### config.mk
export PLATFORM = sky130hd
export DESIGN_NAME = key_debounce_long_press_flat
export DESIGN_NICKNAME = d
export VERILOG_FILES = /design/src/design/kdlp_pkg.sv /design/src/design/kdlp_if.sv /design/src/design/key_debounce_long_press.sv /design/src/design/kdlp_core.sv /design/src/flat_wrapper.sv
export VERILOG_INCLUDE_DIRS = /design/src /design/src/design
export SDC_FILE = /design/constraint.sdc
export NUM_CORES = 1
export LEC_CHECK = 0
export BUFFER_PORTS_ARGS = -buffer_cell sky130_fd_sc_hd__buf_2
export CORE_MARGIN = 2
export CORE_UTILIZATION = 50
export CTS_CLUSTER_DIAMETER = 60
export DETAILED_ROUTE_END_ITERATION = 12
export PLACE_DENSITY = 0.73
export REMOVE_ABC_BUFFERS = 1
export SYNTH_ARGS = -nofsm -noshare
export SYNTH_HDL_FRONTEND = slang
export SYNTH_SLANG_ARGS = --single-unit
### constraint.sdc
create_clock -name clock -period 3.7 [get_ports clock]
set_clock_uncertainty 0.15 [all_clocks]
set_input_delay 0.74 -clock clock [delete_from_list [all_inputs] [get_ports clock]]
set_output_delay 0.74 -clock clock [all_outputs]
set_load 0.01 [all_outputs]
### src/design/assert_macros.svh
// ----------------------------------------------------------------------------
// assert_macros.svh
// Shared concurrent assertion macros, clocked on clock, disabled in reset.
// ----------------------------------------------------------------------------
`ifndef ASSERT_MACROS_SVH
`define ASSERT_MACROS_SVH

// same-cycle implication
`define ASSERT_IMPL(label, ante, cons, msg) \
   label: assert property (@(posedge clock) disable iff (reset) (ante) |-> (cons)) \
      else $error(msg);

// next-cycle implication
`define ASSERT_NEXT(label, ante, cons, msg) \
   label: assert property (@(posedge clock) disable iff (reset) (ante) |=> (cons)) \
      else $error(msg);

`endif

### src/design/kdlp_pkg.sv
// ----------------------------------------------------------------------------
// kdlp_pkg
// Widths, codes and types shared by the key qualifier.
// ----------------------------------------------------------------------------
package kdlp_pkg;

   localparam int COUNT_WIDTH  = 16;
   localparam int CFG_WIDTH    = 16;
   localparam int CMP_WIDTH    = (COUNT_WIDTH > CFG_WIDTH) ? COUNT_WIDTH : CFG_WIDTH;
   localparam int ACTION_WIDTH = 2;
   localparam int STATE_WIDTH  = 3;
   localparam int CSR_IDX_WIDTH  = 2;
   localparam int CSR_DATA_WIDTH = 16;

   // actions
   localparam logic [ACTION_WIDTH-1:0] ACT_INIT = 2'd0;
   localparam logic [ACTION_WIDTH-1:0] ACT_TICK = 2'd1;
   localparam logic [ACTION_WIDTH-1:0] ACT_READ = 2'd2;

   // key states
   localparam logic [STATE_WIDTH-1:0] MODE_IDLE     = 3'd0;
   localparam logic [STATE_WIDTH-1:0] MODE_PRESSED  = 3'd1;
   localparam logic [STATE_WIDTH-1:0] MODE_HELD     = 3'd2;
   localparam logic [STATE_WIDTH-1:0] MODE_LONG     = 3'd3;
   localparam logic [STATE_WIDTH-1:0] MODE_RELEASED = 3'd4;

   // register indexes
   localparam logic [CSR_IDX_WIDTH-1:0] CSR_DEBOUNCE = 2'd0;
   localparam logic [CSR_IDX_WIDTH-1:0] CSR_LONG     = 2'd1;
   localparam logic [CSR_IDX_WIDTH-1:0] CSR_ACTIVE   = 2'd2;

   localparam logic [CFG_WIDTH-1:0] DEBOUNCE_RESET = 16'd25;
   localparam logic [CFG_WIDTH-1:0] LONG_RESET     = 16'd500;

   typedef struct packed {
      logic [CFG_WIDTH-1:0] settle_limit;
      logic [CFG_WIDTH-1:0] long_limit;
      logic                 press_level;
   } cfg_type;

endpackage

### src/design/kdlp_if.sv
// ----------------------------------------------------------------------------
// kdlp_if
// Valid/ready channels of the key qualifier: request, response, csr write.
// ----------------------------------------------------------------------------
interface kdlp_req_if;
   logic                              valid;
   logic                              ready;
   logic [kdlp_pkg::ACTION_WIDTH-1:0] action;
   logic                              pin_level;

   modport source (output valid, output action, output pin_level, input ready);
   modport sink   (input valid, input action, input pin_level, output ready);
endinterface

interface kdlp_rsp_if;
   logic                             valid;
   logic                             ready;
   logic [kdlp_pkg::STATE_WIDTH-1:0] key_state;

   modport source (output valid, output key_state, input ready);
   modport sink   (input valid, input key_state, output ready);
endinterface

interface kdlp_csr_if;
   logic                                valid;
   logic                                ready;
   logic [kdlp_pkg::CSR_IDX_WIDTH-1:0]  index;
   logic [kdlp_pkg::CSR_DATA_WIDTH-1:0] data;

   modport source (output valid, output index, output data, input ready);
   modport sink   (input valid, input index, input data, output ready);
endinterface

### src/design/key_debounce_long_press.sv
// ----------------------------------------------------------------------------
// key_debounce_long_press
// Debounced key qualifier with pressed, held, long press and released states.
// ----------------------------------------------------------------------------
// Usage:
//   req carries one word per action: init (loads pin_level as the settled
//   level), tick (one debounce sample of pin_level) or read (returns the
//   state, then clears pressed to held and released to idle).
//   rsp returns one key_state word for every request word, in order.
//   csr writes the settle limit (index 0), the long-press limit (index 1)
//   and the press level (index 2); write only while no request is in flight.
//   A request word passes the input register, then the state update into
//   the response register. Throughput: one word per clock while rsp.ready
//   holds; the state update is one compare and 16-bit saturating
//   increment per counter between the two registers.
//   Reset: state idle, settled level 0, counters 0, thresholds 25 and 500,
//   active level 0. A stalled response holds; the input register keeps one
//   more word, then req.ready drops until rsp.ready returns.
// ----------------------------------------------------------------------------
`include "assert_macros.svh"

module key_debounce_long_press (
   input  logic      clock,
   input  logic      reset,
   kdlp_req_if.sink  req_if,
   kdlp_rsp_if.source rsp_if,
   kdlp_csr_if.sink  csr_if
);

   kdlp_pkg::cfg_type cfg_ff;

   logic                              in_valid_ff;
   logic [kdlp_pkg::ACTION_WIDTH-1:0] in_action_ff;
   logic                              in_level_ff;

   logic                              out_valid_ff;
   logic [kdlp_pkg::STATE_WIDTH-1:0]  out_state_ff;

   logic                              out_free;
   logic                              advance;
   logic                              req_fire;
   logic [kdlp_pkg::STATE_WIDTH-1:0]  core_state;

   assign out_free = !out_valid_ff || rsp_if.ready;
   assign advance  = in_valid_ff && out_free;
   assign req_if.ready = !in_valid_ff || out_free;
   assign req_fire = req_if.valid && req_if.ready;

   assign csr_if.ready = 1'b1;

   always_ff @(posedge clock) begin
      if (reset) begin
         cfg_ff.settle_limit <= kdlp_pkg::DEBOUNCE_RESET;
         cfg_ff.long_limit   <= kdlp_pkg::LONG_RESET;
         cfg_ff.press_level  <= 1'b0;
      end else if (csr_if.valid) begin
         unique case (csr_if.index)
            kdlp_pkg::CSR_DEBOUNCE: cfg_ff.settle_limit <=
               kdlp_pkg::CFG_WIDTH'(csr_if.data);
            kdlp_pkg::CSR_LONG: cfg_ff.long_limit <=
               kdlp_pkg::CFG_WIDTH'(csr_if.data);
            kdlp_pkg::CSR_ACTIVE: cfg_ff.press_level <= csr_if.data[0];
            default: ;
         endcase
      end
   end

   // input register
   always_ff @(posedge clock) begin
      if (reset) begin
         in_valid_ff <= 1'b0;
      end else if (req_if.ready) begin
         in_valid_ff <= req_if.valid;
      end
   end

   always_ff @(posedge clock) begin
      if (req_fire) begin
         in_action_ff <= req_if.action;
         in_level_ff  <= req_if.pin_level;
      end
   end

   kdlp_core u_core (
      .clock     (clock),
      .reset     (reset),
      .step      (advance),
      .action    (in_action_ff),
      .pin_level (in_level_ff),
      .cfg       (cfg_ff),
      .key_state (core_state)
   );

   // response register
   always_ff @(posedge clock) begin
      if (reset) begin
         out_valid_ff <= 1'b0;
      end else if (out_free) begin
         out_valid_ff <= in_valid_ff;
      end
   end

   always_ff @(posedge clock) begin
      if (advance) begin
         out_state_ff <= core_state;
      end
   end

   assign rsp_if.valid     = out_valid_ff;
   assign rsp_if.key_state = out_state_ff;

   `ASSERT_NEXT(a_in_hold, in_valid_ff && !out_free, in_valid_ff && $stable(in_action_ff),
      "buffered request word lost while response stalled")
   `ASSERT_NEXT(a_adv_rsp, advance, out_valid_ff, "processed word gave no response")
   `ASSERT_IMPL(a_state_range, out_valid_ff, out_state_ff <= kdlp_pkg::MODE_RELEASED,
      "response carries an undefined key state")

endmodule

### src/design/kdlp_core.sv
// ----------------------------------------------------------------------------
// kdlp_core
// Key state and counters; each word updates them on step.
// ----------------------------------------------------------------------------
module kdlp_core (
   input  logic                              clock,
   input  logic                              reset,
   input  logic                              step,
   input  logic [kdlp_pkg::ACTION_WIDTH-1:0] action,
   input  logic                              pin_level,
   input  kdlp_pkg::cfg_type                 cfg,
   output logic [kdlp_pkg::STATE_WIDTH-1:0]  key_state
);

   localparam logic [kdlp_pkg::COUNT_WIDTH-1:0] COUNT_MAX = '1;

   logic [kdlp_pkg::STATE_WIDTH-1:0] mode_ff, mode_in;
   logic                             level_ff, level_in;
   logic [kdlp_pkg::COUNT_WIDTH-1:0] db_count_ff, db_count_in;
   logic [kdlp_pkg::COUNT_WIDTH-1:0] hold_count_ff, hold_count_in;

   logic [kdlp_pkg::COUNT_WIDTH-1:0] db_inc, hold_inc;
   logic [kdlp_pkg::CMP_WIDTH-1:0]   db_inc_x, db_lim_x, hold_inc_x, hold_lim_x;
   logic [kdlp_pkg::STATE_WIDTH-1:0] mode_tick;

   assign db_inc   = (db_count_ff == COUNT_MAX) ? db_count_ff : db_count_ff + 1'b1;
   assign hold_inc = (hold_count_ff == COUNT_MAX) ? hold_count_ff : hold_count_ff + 1'b1;

   assign db_inc_x   = kdlp_pkg::CMP_WIDTH'(db_inc);
   assign db_lim_x   = kdlp_pkg::CMP_WIDTH'(cfg.settle_limit);
   assign hold_inc_x = kdlp_pkg::CMP_WIDTH'(hold_inc);
   assign hold_lim_x = kdlp_pkg::CMP_WIDTH'(cfg.long_limit);

   always_comb begin
      mode_in       = mode_ff;
      level_in      = level_ff;
      db_count_in   = db_count_ff;
      hold_count_in = hold_count_ff;
      mode_tick     = mode_ff;
      key_state     = mode_ff;
      unique case (action)
         kdlp_pkg::ACT_INIT: begin
            level_in      = pin_level;
            mode_in       = kdlp_pkg::MODE_IDLE;
            db_count_in   = '0;
            hold_count_in = '0;
            key_state     = kdlp_pkg::MODE_IDLE;
         end
         kdlp_pkg::ACT_TICK: begin
            if (pin_level != level_ff) begin
               db_count_in = db_inc;
               if (db_inc_x >= db_lim_x) begin
                  level_in    = pin_level;
                  db_count_in = '0;
                  if (pin_level == cfg.press_level) begin
                     mode_tick     = kdlp_pkg::MODE_PRESSED;
                     hold_count_in = '0;
                  end else if (mode_ff == kdlp_pkg::MODE_HELD ||
                               mode_ff == kdlp_pkg::MODE_LONG) begin
                     mode_tick = kdlp_pkg::MODE_RELEASED;
                  end else begin
                     mode_tick = kdlp_pkg::MODE_IDLE;
                  end
               end
            end else begin
               db_count_in = '0;
            end
            mode_in = mode_tick;
            // hold counter runs only if still held after the level check
            if (mode_tick == kdlp_pkg::MODE_HELD) begin
               hold_count_in = hold_inc;
               if (hold_inc_x >= hold_lim_x) begin
                  mode_in = kdlp_pkg::MODE_LONG;
               end
            end
            key_state = mode_in;
         end
         kdlp_pkg::ACT_READ: begin
            key_state = mode_ff;
            if (mode_ff == kdlp_pkg::MODE_PRESSED) begin
               mode_in = kdlp_pkg::MODE_HELD;
            end else if (mode_ff == kdlp_pkg::MODE_RELEASED) begin
               mode_in = kdlp_pkg::MODE_IDLE;
            end
         end
         default: begin
            key_state = mode_ff;
         end
      endcase
   end

   always_ff @(posedge clock) begin
      if (reset) begin
         mode_ff       <= kdlp_pkg::MODE_IDLE;
         level_ff      <= 1'b0;
         db_count_ff   <= '0;
         hold_count_ff <= '0;
      end else if (step) begin
         mode_ff       <= mode_in;
         level_ff      <= level_in;
         db_count_ff   <= db_count_in;
         hold_count_ff <= hold_count_in;
      end
   end

endmodule
### src/flat_wrapper.sv
// flat-port wrapper written by rule: the top's interface ports become plain ports
module key_debounce_long_press_flat 
  (clock, reset, req_if_valid, req_if_action, req_if_pin_level, req_if_ready, rsp_if_valid, rsp_if_key_state, rsp_if_ready, csr_if_valid, csr_if_index, csr_if_data, csr_if_ready);
  kdlp_req_if req_if_i ();
  kdlp_rsp_if rsp_if_i ();
  kdlp_csr_if csr_if_i ();
  input  logic clock;
  input  logic reset;
  input wire logic [$bits(req_if_i.valid)-1:0] req_if_valid;
  input wire logic [$bits(req_if_i.action)-1:0] req_if_action;
  input wire logic [$bits(req_if_i.pin_level)-1:0] req_if_pin_level;
  output wire logic [$bits(req_if_i.ready)-1:0] req_if_ready;
  output wire logic [$bits(rsp_if_i.valid)-1:0] rsp_if_valid;
  output wire logic [$bits(rsp_if_i.key_state)-1:0] rsp_if_key_state;
  input wire logic [$bits(rsp_if_i.ready)-1:0] rsp_if_ready;
  input wire logic [$bits(csr_if_i.valid)-1:0] csr_if_valid;
  input wire logic [$bits(csr_if_i.index)-1:0] csr_if_index;
  input wire logic [$bits(csr_if_i.data)-1:0] csr_if_data;
  output wire logic [$bits(csr_if_i.ready)-1:0] csr_if_ready;
  assign req_if_i.valid = req_if_valid;
  assign req_if_i.action = req_if_action;
  assign req_if_i.pin_level = req_if_pin_level;
  assign req_if_ready = req_if_i.ready;
  assign rsp_if_valid = rsp_if_i.valid;
  assign rsp_if_key_state = rsp_if_i.key_state;
  assign rsp_if_i.ready = rsp_if_ready;
  assign csr_if_i.valid = csr_if_valid;
  assign csr_if_i.index = csr_if_index;
  assign csr_if_i.data = csr_if_data;
  assign csr_if_ready = csr_if_i.ready;
  key_debounce_long_press u_core (.clock(clock), .reset(reset), .req_if(req_if_i), .rsp_if(rsp_if_i), .csr_if(csr_if_i));
endmodule
==> impl_metrics.py <==
metrics = {
    "run_status": {
        "status": "complete, but fails checks",
        "violations": "negative setup slack",
    },
    "synthesis": {
        "async_flop_share_pct": 0,
        "ys_warn_count": 0,
        "syn_inst": 567,
        "synth_common_cells": "nand2_1 (76), dfxtp_1 (71), a21oi_1 (47)",
        "synthMostInstantiatedCell": "nand2_1",
        "ys_seq_area_share_pct": 34.1,
        "synth_edf_count": 6,
        "synth_top_cell_by_area": "dfxtp_1",
        "ys_seq_elements": 77,
        "synth_area_leaders": "dfxtp_1 (30%), ha_1 (10%), nand2_1 (6.1%)",
        "synth_top_area_share_pct": 30.3,
        "netlist_area_mm2": 0.00469,
        "synth_cell_type_count": 66,
        "synth_ff_type": "dfxtp_1",
        "syn_area_per_cell_um2": 8.27,
    },
    "run": {
        "drv_cap": 0,
    },
    "die": {
        "boundaryPins": 32,
        "fp.dieArea_mm2": 0.0102,
        "fp.dieH_um": 101,
        "rows": 35,
        "die_w_um": 101,
        "coreArea_mm2": 0.00915,
        "start_util_pct": 51.3,
    },
    "sta": {
        "tightest_slew_ns": 0.794,
        "whs_ns": 0.308,
        "fmax_ghz": 0.256,
        "hold_viol_final": 0,
        "rsz0062_at_grt": "true",
        "period_share_pct": 106,
        "fin_tns_setup_ns": -2.40,
        "final_max_slew_viol_count": 0,
        "fin_crit_ns": 3.91,
        "fin_ws_ns": -0.208,
        "slew_headroom_pct": 47.1,
        "setup_viol": 22,
    },
    "clock_tree": {
        "cts_root_buffer": "clkbuf_8",
        "htreeDepth": 3,
        "clockBufferDepth": 2,
        "clk_latency_ns": 0.36,
        "postCtsHoldBufs": 0,
        "clkSinkCount": 77,
        "cts_made_buffers": 9,
        "clk_pin_slew_ns": 0.08,
        "cts_tree": "built",
    },
    "setup_path": {
        "arrival_ns": 3.99,
        "critPathMostFrequentCell": "or4_4",
        "crit_chain": "ha_4 > nand3_4 > or4_4 > o211ai_1 > xnor2_1 > ha_1 > nand2_2 > or3_4 > or4_4 > a21oi_4 > a211oi_4 > buf_12 > a221o_1",
        "cp-start-kind": "register",
        "cp_max_fo": 12,
        "crit_required_ns": 3.78,
        "max_stage_delay_ns": 0.54,
        "cp_slowest_cell": "or4_4",
        "path_class": "reg -> reg",
        "endpoint_kind": "register",
    },
    "layout": {
        "fillers": 766,
        "final_nets": 704,
        "stdcell_count": 756,
        "stdcell_area_mm2": 0.00573,
        "num_antenna_cells": 0,
        "syn_to_final_growth_pct": 22.2,
        "drive_gt1_share_pct": 23.4,
    },
    "grt": {
        "grt_pass1_vias": 4135,
        "grt_pass1_wl_um": 19300,
        "antenna_found_initial": 0,
        "grt_max_degree": 41,
        "grt_overflow_total": 0,
        "grt_util_all_layers_pct": 24.0,
    },
    "place": {
        "place.gp.congestion": 0.873,
        "port_buffers": 30,
        "dpl.hpwl_um": 8500,
        "place_area_mm2": 0.00522,
        "place_inst": 729,
    },
    "power": {
        "power_per_cell_area_mw_per_mm2": 307,
        "leakage_uw": 0.00240,
        "vdd.ir_drop.worst_mv": 0.212,
        "finalPower_uw": 1760,
    },
    "detailed_routing": {
        "drt_iter0_markers": 233,
        "drcViolationCount": 0,
        "postRouteAntennaNets": 0,
        "drtPass1Iterations": 5,
        "drt-total-wl_um": 12100,
        "vias": 4421,
        "viasPerCell": 5.85,
        "wl_per_cell_um": 16.0,
    },
    "worst_hold_path": {
        "hold_class": "reg -> reg",
    },
}
## state kept, by name, indices dropped and copies added (netlist names)
| register | flops |
|---|---|
| u_core.in_level_ff | 1 |
| u_core.rsp_if.key_state | 3 |
| u_core.u_core.hold_count_ff | 16 |
| u_core.rsp_if.valid | 1 |
| u_core.u_core.db_count_ff | 16 |
| u_core.in_action_ff | 2 |
| u_core.in_valid_ff | 1 |
| u_core.u_core.level_ff | 1 |
| u_core.cfg_ff | 33 |
| u_core.u_core.mode_ff | 3 |
## critical path, delay by kind of cell, from the launching register on
kind / cells / cell delay, ns
AND/OR/NAND/NOR: 5 / 1.60
AO/OA/AOI/OAI: 4 / 0.87
adder cells (fa/ha/maj): 2 / 0.48
flip-flops: 1 / 0.36
buffers and inverters: 1 / 0.18
XOR/XNOR: 1 / 0.14
## logic make-up (layout without fill, tap and decap cells)
kind of cell / count (synthesis) / count (layout) / share of synthesized area, %
DFF: 77 / 77 / 34.1
adders and majority gates: 38 / 38 / 10.1
and+or+nand+nor: 222 / 222 / 24.2
buffers and inverters: 64 / 142 / 5.55
muxes: 9 / 9 / 2.03
AOI/OAI and AO/OA: 132 / 132 / 19.4
other: 1 / 1 / 0.0799
xor gates and xnor gates: 24 / 24 / 4.48
## area by class of cell
cell class	count	area, µm²	share of cell area [%]
Tap cell	111	139	2.42
Inverter	39	146	2.55
Sequential cell	77	1610	28.1
Multi-Input combinational cell	426	3020	52.6
Clock inverter	6	70.1	1.22
Clock buffer	10	138	2.40
Timing Repair Buffer	87	617	10.8
## per-layer routing
metal / track usage (%) / up-vias / part of all wire, %
met5: 0 / - / 0
met4: 8.96 / 0 / 2.1
met3: 2.84 / 24 / 4.5
met2: 40.9 / 130 / 50
met1: 31.1 / 2085 / 43
li1: - / 2182 / -
## path summary, 6_finish.rpt
| path | from | end | slack (ns) | cells after the start |
|---|---|---|---|---|
| hold reg to reg | u_core.cfg_ff[12] | u_core.cfg_ff[12] | 0.31 | 2 |
| hold / removal | u_core.cfg_ff[12] | u_core.cfg_ff[12] | 0.31 | 2 |
| setup / recovery | u_core.u_core.db_count_ff[1] | u_core.u_core.hold_count_ff[5] | -0.21 | 13 |
| setup reg to reg | u_core.u_core.db_count_ff[1] | u_core.u_core.hold_count_ff[5] | -0.21 | 13 |
## timing repair
| action | CTS | global route |
|---|---|---|
| gates cloned | 1 | 0 |
| setup endpoints to repair | 25 | 38 |
| hold endpoints to repair | 0 | 0 |
| resized for setup | 20 | 29 |
| pin swaps | 12 | 8 |
| setup buffers | 4 | 6 |
## layout by cell type, fill, tap and decap left out, types with 5 or more instances in the layout
cell type | netlist | layout
nor2b_1 | 9 | 9
edfxtp_1 | 6 | 6
buf_6 | 2 | 7
inv_1 | 39 | 39
mux2i_1 | 5 | 5
a221o_1 | 5 | 5
a22oi_1 | 8 | 8
a21oi_1 | 47 | 44
buf_2 | 1 | 30
buf_4 | 1 | 49
nor3_1 | 11 | 7
a31oi_1 | 11 | 11
ha_1 | 38 | 37
nor2_1 | 41 | 39
o21a_1 | 5 | 5
nand3b_1 | 5 | 5
nand2_1 | 76 | 75
a211o_1 | 12 | 12
o21ai_0 | 10 | 7
xor2_1 | 10 | 10
dfxtp_2 | 0 | 6
nand4_1 | 14 | 14
nand3_1 | 19 | 18
clkbuf_8 | 0 | 10
nand2b_1 | 11 | 11
xnor2_1 | 14 | 14
dfxtp_1 | 71 | 65
## per-stage QoR
stage          utilization (%)  setup WS (ns)
2_1_floorplan                -         -0.417
3_3_place_gp              57.0         -0.162
3_5_place_dp              57.0         -0.317
4_1_cts                   60.7        -0.0949
5_1_grt                   62.7         -0.317
6_report                  62.7         -0.208
## power by group
group / total [µW] / internal (µW) / switching, µW
logic: 212 / 91.8 / 121
registers: 877 / 863 / 14.0
clock network: 670 / 335 / 335
total: 1760 / 1290 / 469
Note: power is estimated with default switching activity, not from simulation.
